===== src/jpd_pkg.sv =====
// jpd_pkg: shared types, constants, microcode and saturation helpers for the
// jacobi polynomial evaluator. No dependencies; used by every module of the block but jpd_ram and the checker.
`timescale 1ns / 1ps
`default_nettype none

package jpd_pkg;

    localparam int DATA_W    = 64;
    localparam int CFG_W     = 32;
    localparam int DEG_W     = 6;
    localparam int PC_W      = 6;
    localparam int OPND_W    = 6;
    localparam int RF_AW     = 5;
    localparam int RF_DEPTH  = 32;
    localparam int DIV_SH    = 24;
    localparam int DVD_W     = DATA_W + DIV_SH;

    localparam logic [DEG_W-1:0] MAX_DEGREE_LIMIT = 6'd63;

    // configuration register indexes (byte address / 4)
    localparam logic [1:0] REG_ALPHA  = 2'd0;
    localparam logic [1:0] REG_BETA   = 2'd1;
    localparam logic [1:0] REG_DEGREE = 2'd2;

    localparam logic [DATA_W-1:0] ONE_Q24 = 64'd16777216;
    localparam logic [DATA_W-1:0] TWO_Q24 = 64'd33554432;
    localparam logic [DATA_W-1:0] ONE_Q40 = 64'h0000_0100_0000_0000;
    localparam logic [DATA_W-1:0] LIM_POS = 64'h7FFF_FFFF_FFFF_FFFF;
    localparam logic [DATA_W-1:0] LIM_NEG = 64'h8000_0000_0000_0000;

    // register file slots
    localparam logic [OPND_W-1:0] R_S   = 6'd0;
    localparam logic [OPND_W-1:0] R_H   = 6'd1;
    localparam logic [OPND_W-1:0] R_KQ  = 6'd2;
    localparam logic [OPND_W-1:0] R_T0  = 6'd3;
    localparam logic [OPND_W-1:0] R_T1  = 6'd4;
    localparam logic [OPND_W-1:0] R_T2  = 6'd5;
    localparam logic [OPND_W-1:0] R_U   = 6'd6;
    localparam logic [OPND_W-1:0] R_DD  = 6'd7;
    localparam logic [OPND_W-1:0] R_AA  = 6'd8;
    localparam logic [OPND_W-1:0] R_BB  = 6'd9;
    localparam logic [OPND_W-1:0] R_CC  = 6'd10;
    localparam logic [OPND_W-1:0] R_LIN = 6'd11;
    localparam logic [OPND_W-1:0] R_J0  = 6'd12;
    localparam logic [OPND_W-1:0] R_J1  = 6'd13;
    localparam logic [OPND_W-1:0] R_D0  = 6'd14;
    localparam logic [OPND_W-1:0] R_D1  = 6'd15;
    localparam logic [OPND_W-1:0] R_P1  = 6'd16;
    localparam logic [OPND_W-1:0] R_P2  = 6'd17;
    localparam logic [OPND_W-1:0] R_P3  = 6'd18;

    // fixed operands (msb set)
    localparam logic [OPND_W-1:0] K_ZERO  = 6'd32;
    localparam logic [OPND_W-1:0] K_ONE   = 6'd33;
    localparam logic [OPND_W-1:0] K_TWO   = 6'd34;
    localparam logic [OPND_W-1:0] K_X     = 6'd35;
    localparam logic [OPND_W-1:0] K_ALPHA = 6'd36;
    localparam logic [OPND_W-1:0] K_BETA  = 6'd37;
    localparam logic [OPND_W-1:0] K_C40   = 6'd38;

    localparam logic [PC_W-1:0] LOOP_PC = 6'd12;

    typedef enum logic [2:0] {
        OP_ADD  = 3'd0,
        OP_SUB  = 3'd1,
        OP_MOV  = 3'd2,
        OP_SHL  = 3'd3,
        OP_MUL  = 3'd4,
        OP_DIV  = 3'd5,
        OP_EMIT = 3'd6
    } op_t;

    typedef enum logic [1:0] {
        SH_15 = 2'd0,
        SH_24 = 2'd1,
        SH_30 = 2'd2
    } sh_t;

    typedef struct packed {
        op_t               op;
        sh_t               sh;
        logic [OPND_W-1:0] a;
        logic [OPND_W-1:0] b;
        logic [RF_AW-1:0]  dst;
        logic              br;
    } uop_t;

    typedef struct packed {
        logic              load_x;
        logic              start;
        uop_t              uop;
        logic [DEG_W-1:0]  degree;
        logic              last;
    } dp_cmd_t;

    typedef struct packed {
        logic done;
    } dp_stat_t;

    typedef struct packed {
        logic [DATA_W-1:0] val;
        logic              ovf;
    } sat_t;

    function automatic logic [DATA_W-1:0] mag64(input logic [DATA_W-1:0] v);
        return v[DATA_W-1] ? (64'd0 - v) : v;
    endfunction

    // clamp a sign and 128-bit magnitude into a signed 64-bit value
    function automatic sat_t sat_pack(input logic neg, input logic [127:0] m);
        sat_t              r;
        logic [DATA_W-1:0] lim;
        logic [DATA_W-1:0] lo;
        lim   = neg ? LIM_NEG : LIM_POS;
        lo    = m[63:0];
        r.ovf = 1'b0;
        if ((m[127:64] != 64'd0) || (lo > lim)) begin
            lo    = lim;
            r.ovf = 1'b1;
        end
        r.val = neg ? (64'd0 - lo) : lo;
        return r;
    endfunction

    function automatic uop_t mk_uop(input op_t op, input logic [OPND_W-1:0] dst,
                                    input logic [OPND_W-1:0] a,
                                    input logic [OPND_W-1:0] b,
                                    input sh_t sh, input logic br);
        uop_t u;
        u.op  = op;
        u.sh  = sh;
        u.a   = a;
        u.b   = b;
        u.dst = dst[RF_AW-1:0];
        u.br  = br;
        return u;
    endfunction

    // microcode: prologue for degrees 0 and 1, then one recurrence step per pass
    function automatic uop_t ucode(input logic [PC_W-1:0] pc);
        case (pc)
            6'd0:  return mk_uop(OP_ADD,  R_S,   K_ALPHA, K_BETA,  SH_24, 1'b0);
            6'd1:  return mk_uop(OP_ADD,  R_H,   R_S,     K_TWO,   SH_24, 1'b0);
            6'd2:  return mk_uop(OP_MOV,  R_J0,  K_C40,   K_ZERO,  SH_24, 1'b0);
            6'd3:  return mk_uop(OP_MOV,  R_D0,  K_ZERO,  K_ZERO,  SH_24, 1'b0);
            6'd4:  return mk_uop(OP_EMIT, R_P1,  R_J0,    R_D0,    SH_24, 1'b0);
            6'd5:  return mk_uop(OP_MUL,  R_P1,  R_H,     K_X,     SH_15, 1'b0);
            6'd6:  return mk_uop(OP_SUB,  R_P2,  K_ALPHA, K_BETA,  SH_24, 1'b0);
            6'd7:  return mk_uop(OP_SHL,  R_P2,  R_P2,    K_ZERO,  SH_24, 1'b0);
            6'd8:  return mk_uop(OP_ADD,  R_J1,  R_P1,    R_P2,    SH_24, 1'b0);
            6'd9:  return mk_uop(OP_SHL,  R_D1,  R_H,     K_ZERO,  SH_24, 1'b0);
            6'd10: return mk_uop(OP_MOV,  R_KQ,  K_ONE,   K_ZERO,  SH_24, 1'b0);
            6'd11: return mk_uop(OP_EMIT, R_P1,  R_J1,    R_D1,    SH_24, 1'b0);
            6'd12: return mk_uop(OP_ADD,  R_T0,  R_KQ,    R_KQ,    SH_24, 1'b0);
            6'd13: return mk_uop(OP_ADD,  R_T0,  R_T0,    R_S,     SH_24, 1'b0);
            6'd14: return mk_uop(OP_ADD,  R_T1,  R_T0,    K_ONE,   SH_24, 1'b0);
            6'd15: return mk_uop(OP_ADD,  R_T2,  R_T0,    K_TWO,   SH_24, 1'b0);
            6'd16: return mk_uop(OP_ADD,  R_U,   R_KQ,    R_S,     SH_24, 1'b0);
            6'd17: return mk_uop(OP_ADD,  R_U,   R_U,     K_ONE,   SH_24, 1'b0);
            6'd18: return mk_uop(OP_ADD,  R_P1,  R_KQ,    K_ONE,   SH_24, 1'b0);
            6'd19: return mk_uop(OP_ADD,  R_P1,  R_P1,    R_P1,    SH_24, 1'b0);
            6'd20: return mk_uop(OP_MUL,  R_P1,  R_P1,    R_U,     SH_24, 1'b0);
            6'd21: return mk_uop(OP_MUL,  R_DD,  R_P1,    R_T0,    SH_24, 1'b0);
            6'd22: return mk_uop(OP_MUL,  R_P1,  R_T0,    R_T1,    SH_24, 1'b0);
            6'd23: return mk_uop(OP_MUL,  R_AA,  R_P1,    R_T2,    SH_24, 1'b0);
            6'd24: return mk_uop(OP_SUB,  R_P2,  K_BETA,  K_ALPHA, SH_24, 1'b0);
            6'd25: return mk_uop(OP_MUL,  R_P1,  R_S,     R_P2,    SH_24, 1'b0);
            6'd26: return mk_uop(OP_MUL,  R_BB,  R_P1,    R_T1,    SH_24, 1'b0);
            6'd27: return mk_uop(OP_ADD,  R_P1,  R_KQ,    K_ALPHA, SH_24, 1'b0);
            6'd28: return mk_uop(OP_ADD,  R_P1,  R_P1,    R_P1,    SH_24, 1'b0);
            6'd29: return mk_uop(OP_ADD,  R_P2,  R_KQ,    K_BETA,  SH_24, 1'b0);
            6'd30: return mk_uop(OP_MUL,  R_P1,  R_P1,    R_P2,    SH_24, 1'b0);
            6'd31: return mk_uop(OP_MUL,  R_CC,  R_P1,    R_T2,    SH_24, 1'b0);
            6'd32: return mk_uop(OP_MUL,  R_P1,  R_AA,    K_X,     SH_30, 1'b0);
            6'd33: return mk_uop(OP_SUB,  R_LIN, R_P1,    R_BB,    SH_24, 1'b0);
            6'd34: return mk_uop(OP_MUL,  R_P1,  R_LIN,   R_J1,    SH_24, 1'b0);
            6'd35: return mk_uop(OP_MUL,  R_P2,  R_CC,    R_J0,    SH_24, 1'b0);
            6'd36: return mk_uop(OP_SUB,  R_P1,  R_P1,    R_P2,    SH_24, 1'b0);
            6'd37: return mk_uop(OP_DIV,  R_P3,  R_P1,    R_DD,    SH_24, 1'b0);
            6'd38: return mk_uop(OP_MUL,  R_P1,  R_LIN,   R_D1,    SH_24, 1'b0);
            6'd39: return mk_uop(OP_MUL,  R_P2,  R_CC,    R_D0,    SH_24, 1'b0);
            6'd40: return mk_uop(OP_SUB,  R_P1,  R_P1,    R_P2,    SH_24, 1'b0);
            6'd41: return mk_uop(OP_MUL,  R_P2,  R_AA,    R_J1,    SH_24, 1'b0);
            6'd42: return mk_uop(OP_ADD,  R_P1,  R_P1,    R_P2,    SH_24, 1'b0);
            6'd43: return mk_uop(OP_DIV,  R_P2,  R_P1,    R_DD,    SH_24, 1'b0);
            6'd44: return mk_uop(OP_MOV,  R_J0,  R_J1,    K_ZERO,  SH_24, 1'b0);
            6'd45: return mk_uop(OP_MOV,  R_J1,  R_P3,    K_ZERO,  SH_24, 1'b0);
            6'd46: return mk_uop(OP_MOV,  R_D0,  R_D1,    K_ZERO,  SH_24, 1'b0);
            6'd47: return mk_uop(OP_MOV,  R_D1,  R_P2,    K_ZERO,  SH_24, 1'b0);
            6'd48: return mk_uop(OP_ADD,  R_KQ,  R_KQ,    K_ONE,   SH_24, 1'b0);
            6'd49: return mk_uop(OP_EMIT, R_P1,  R_J1,    R_D1,    SH_24, 1'b1);
            default: return mk_uop(OP_MOV, R_P1, K_ZERO,  K_ZERO,  SH_24, 1'b0);
        endcase
    endfunction

endpackage

`default_nettype wire


===== src/jpd_ctrl.sv =====
// jpd_ctrl: controller fsm stepping through the microcode, one operation at a time.
// Depends on jpd_pkg.
`timescale 1ns / 1ps
`default_nettype none

module jpd_ctrl
    import jpd_pkg::*;
(
    input  wire logic             clk,
    input  wire logic             rst_n,
    input  wire logic             point_valid,
    output logic                  point_ready,
    output logic                  result_valid,
    input  wire logic             result_ready,
    input  wire logic [DEG_W-1:0] max_degree,
    output dp_cmd_t               cmd,
    input  wire dp_stat_t         stat
);

    typedef enum logic [4:0] {
        S_IDLE  = 5'b00001,
        S_ISSUE = 5'b00010,
        S_EXEC  = 5'b00100,
        S_WAIT  = 5'b01000,
        S_OUT   = 5'b10000
    } state_t;

    state_t           state_reg, state_next;
    logic [PC_W-1:0]  pc_reg, pc_next;
    logic [DEG_W-1:0] deg_reg, deg_next;
    logic [DEG_W-1:0] deg_lim;
    uop_t             uop;
    logic             is_last;

    always_comb
    begin
        uop     = ucode(pc_reg);
        deg_lim = (max_degree > MAX_DEGREE_LIMIT) ? MAX_DEGREE_LIMIT : max_degree;
        is_last = (deg_reg == deg_lim);
    end

    // next state
    always_comb
    begin
        state_next = state_reg;
        pc_next    = pc_reg;
        deg_next   = deg_reg;
        unique case (state_reg)
            S_IDLE:
            begin
                if (point_valid)
                begin
                    state_next = S_ISSUE;
                    pc_next    = '0;
                    deg_next   = '0;
                end
            end
            S_ISSUE:
            begin
                state_next = S_EXEC;
            end
            S_EXEC:
            begin
                state_next = (uop.op == OP_EMIT) ? S_OUT : S_WAIT;
            end
            S_WAIT:
            begin
                if (stat.done)
                begin
                    state_next = S_ISSUE;
                    pc_next    = pc_reg + 1'b1;
                end
            end
            S_OUT:
            begin
                if (result_ready)
                begin
                    if (is_last)
                    begin
                        state_next = S_IDLE;
                    end
                    else
                    begin
                        state_next = S_ISSUE;
                        deg_next   = deg_reg + 1'b1;
                        pc_next    = uop.br ? LOOP_PC : (pc_reg + 1'b1);
                    end
                end
            end
            default:
            begin
                state_next = S_IDLE;
            end
        endcase
    end

    always_ff @(posedge clk or negedge rst_n)
    begin
        if (!rst_n)
        begin
            state_reg <= S_IDLE;
            pc_reg    <= '0;
            deg_reg   <= '0;
        end
        else
        begin
            state_reg <= state_next;
            pc_reg    <= pc_next;
            deg_reg   <= deg_next;
        end
    end

    // commands to the datapath
    always_comb
    begin
        cmd.load_x   = (state_reg == S_IDLE) && point_valid;
        cmd.start    = (state_reg == S_EXEC);
        cmd.uop      = uop;
        cmd.degree   = deg_reg;
        cmd.last     = is_last;
        point_ready  = (state_reg == S_IDLE);
        result_valid = (state_reg == S_OUT);
    end

endmodule

`default_nettype wire


===== config.mk =====
export PLATFORM = sky130hd
export DESIGN_NAME = jpd_ctrl
export DESIGN_NICKNAME = d
export VERILOG_FILES = /design/src/jpd_pkg.sv /design/src/jpd_ctrl.sv
export SDC_FILE = /design/constraint.sdc
export NUM_CORES = 1
export LEC_CHECK = 0
export ABC_AREA = 1
export BUFFER_PORTS_ARGS = -buffer_cell sky130_fd_sc_hd__buf_2
export CAP_MARGIN = 5
export CORE_MARGIN = 2
export CORE_UTILIZATION = 57
export DETAILED_ROUTE_END_ITERATION = 10
export PLACE_DENSITY = 0.78
export REMOVE_ABC_BUFFERS = 1
export SYNTH_ARGS = -nofsm -noshare
export SYNTH_HDL_FRONTEND = slang
export SYNTH_SLANG_ARGS = --single-unit

===== constraint.sdc =====
create_clock -name clk -period 3.1 [get_ports clk]
set_clock_uncertainty 0.15 [all_clocks]
set_input_delay 0.62 -clock clk [delete_from_list [all_inputs] [get_ports clk]]
set_output_delay 0.62 -clock clk [all_outputs]
set_load 0.02 [all_outputs]

==> out/qor.csv <==
stage;metric;value;unit
yosys;top-area cell type share of the netlist area;19.4;%
timing;Tightest Pin Transition;598;ps
die;Die W;70.4;um
timing;Final Hold Vio Count;0;
clock_network;Post-CTS Hold Buffers;0;
yosys;number of distinct library cells after synthesis;38;
grt;first-pass GRT wire length;12.9;mm
grt;vias in the first global route;2748;
timing;final setup fails;0;
die;Die Ht;70.4;um
power_and_ir_drop;Pleak;0.00159;uW
detailed_routing;drt initial violations;542;
yosys;Mean Syn Cell Area;6.03;sq um
timing;minimum clock period;2940;ps
yosys;post-synthesis sequential area ratio;17.0;%
critical_path;kind of critical path;reg2out;
die;Rows;24;
grt;gr usage total;32.3;%
detailed_routing;vias;2989;
placement;HPWL Detailed;5.90;mm
timing;WHS;137;ps
yosys;Yosys reg bits;17;
timing;Tcrit/Tclk final;94.9;%
detailed_routing;drt total wl;7.85;mm
final_layout;Finished Layout Cells;509;
final_layout;Antenna Cells;0;
clock_network;Reg clk slew, reported paths;70;ps
clock_network;CTS tree;yes;
yosys;yosys warns;0;
placement;gpl congestion;1.05;
final_layout;share of layout cells above drive strength 1;23.6;%
timing;fin. max-slew vios;0;
critical_path;CP Data Required Time;2330;ps
clock_network;CTS root buf;clkbuf_8;
timing;Slew headroom;60.1;%
placement;number of port buffers;44;
final_layout;Finished Core Util;65.2;%
critical_path;crit path DAT;2170;ps
run_status;outcome;finished clean;
die;Starting Density;58.4;%
yosys;Synth area leaders;nand2_1, dfrtp_1, ha_1;
detailed_routing;Via density;5.87;
timing;fmax;340;MHz
grt;largest net degree at the start of global routing;29;
detailed_routing;Remaining DRCs;0;
flow_run;Max-cap violations;0;
critical_path;worst reg-to-reg setup slack;990;ps
grt;antenna violations before repair;0;
detailed_routing;DRT antenna net count;0;
placement;Cells after DPL;500;
clock_network;CTS Buf Count;3;
die;core area;4290;sq um
power_and_ir_drop;Cell Pwr Density;325;nW/um^2
yosys;post-synthesis cell count;416;
power_and_ir_drop;peak supply drop;0.000592;V
final_layout;synthesis-to-finish area growth;11.6;%
placement;dpl ws;300;ps
detailed_routing;first drt pass iteration count;8;
final_layout;Final #Nets;484;
critical_path;critical path endpoint category;output port;
grt;total congestion overflow;0;
clock_network;# clock sinks;17;
die;die area;4950;sq um
timing;total negative slack;0;ps
yosys;synthesized area;2510;sq um
die;I/O pin cnt;45;
hold_path;Min-Delay Path Class;in2async;
timing;Final Worst Setup Slack;159;ps
clock_network;clk_lat worst skew;250;ps
critical_path;startpoint types;flop;
detailed_routing;WL/cell;15.4;um
yosys;Synth area leader;nand2_1;
clock_network;clk buf depth;2;
final_layout;filler instances;428;
clock_network;H-tree depth;1;
critical_path;R2R depth;9;
critical_path;Critical Path Fanout Max;10;
[area by class of cell]
class | instances | area [sq um] | area share [%]
inverter | 53 | 199 | 7.10
tap | 52 | 65.1 | 2.32
timing repair buffer | 55 | 303 | 10.8
multi-input combinational | 328 | 1760 | 62.8
sequential | 17 | 429 | 15.3
clock buffer | 4 | 45.0 | 1.61
[per-layer routing]
metal  GRT usage [%]  vias up  share of wire, %
met5               0        -                 0
met1            39.1     1320                40
met3            2.74       43               7.2
met4            16.5        0               5.4
li1                -     1443                 -
met2            56.5      183                48
[power breakdown]
part	switching, uW	internal, uW	total [uW]
combinational	324	146	470
clock	72.4	91.1	164
sequential	26.3	250	276
total	423	487	910
[cells in the mapped netlist, drive strengths merged]
master   number
ha           15
or2           2
o2111ai       1
nand4        12
nand2       140
o21ai        35
xor2          2
o211ai        7
a31oi         5
a22oi         1
inv          51
clkinv        2
nor2         47
dfstp         1
nand3        35
dfrtp        16
clkbuf        2
buf          16
a41oi         1
a21oi        16
a31o          1
o221ai        3
nor3          4
o31ai         1
[timing repair]
action                                  CTS  global route
endpoints found under the setup margin    0            12
gates resized for setup                   0             3
buffers inserted                          0             5
[stage by stage]
stage          total power [uW]  cell area [sq um]
2_1_floorplan               630               2390
3_3_place_gp                726               2720
3_5_place_dp                733               2720
4_1_cts                     896               2760
5_1_grt                     976               2800
6_report                    910               2800
[worst max-delay path, stage by stage, from the launching register on]
cell and delay [ps]:
dfrtp_2 470, ha_1 330, ha_1 250, or2_2 310, nand2_1 150, o21ai_0 100
inv_1 70, o21ai_0 70, buf_2 160
[cell usage in the layout, fill, tap and decap left out]
cell type	count
o31ai_1	1
nor2_8	1
nand2_4	1
o21ai_2	6
dfrtp_1	14
inv_2	10
nand4_1	11
a21oi_1	16
o221ai_1	3
nand3_1	32
dfrtp_2	2
a22oi_1	1
nor3_1	3
nor2_1	34
clkbuf_1	1
xor2_1	2
or2_2	2
nand3_2	3
nand2_2	9
o211ai_1	7
a31o_2	1
nor3_2	1
clkinv_1	2
a41oi_1	1
ha_1	15
o21ai_1	3
nor2_2	6
buf_2	44
buf_4	11
dfstp_2	1
o21ai_0	26
inv_1	41
a31oi_1	5
nor2_4	6
nand2_1	130
clkbuf_8	3
nand4_4	1
o2111ai_1	1
[path summary, 6_finish.rpt]
kind / start / end
min: rst_n / state_reg[1]$_DFFE_PN0P_
min in group clk: pc_reg[2]$_DFFE_PN0P_ / pc_reg[2]$_DFFE_PN0P_
max: pc_reg[0]$_DFFE_PN0P_ / cmd[22]
max in group asynchronous: rst_n / state_reg[0]$_DFFE_PN1P_
max reg2reg: pc_reg[1]$_DFFE_PN0P_ / pc_reg[1]$_DFFE_PN0P_
min reg2reg: pc_reg[2]$_DFFE_PN0P_ / pc_reg[2]$_DFFE_PN0P_
[cell families after synthesis]
logic type,share of synthesized area (%)
DFF,17.0
adders and majority gates,7.48
buffers and inverters,12.9
AOI/OAI and AO/OA,17.1
xor gates and xnor gates,0.698
and+or+nand+nor,44.9
No activity file was read; power rests on OpenSTA's default activity.
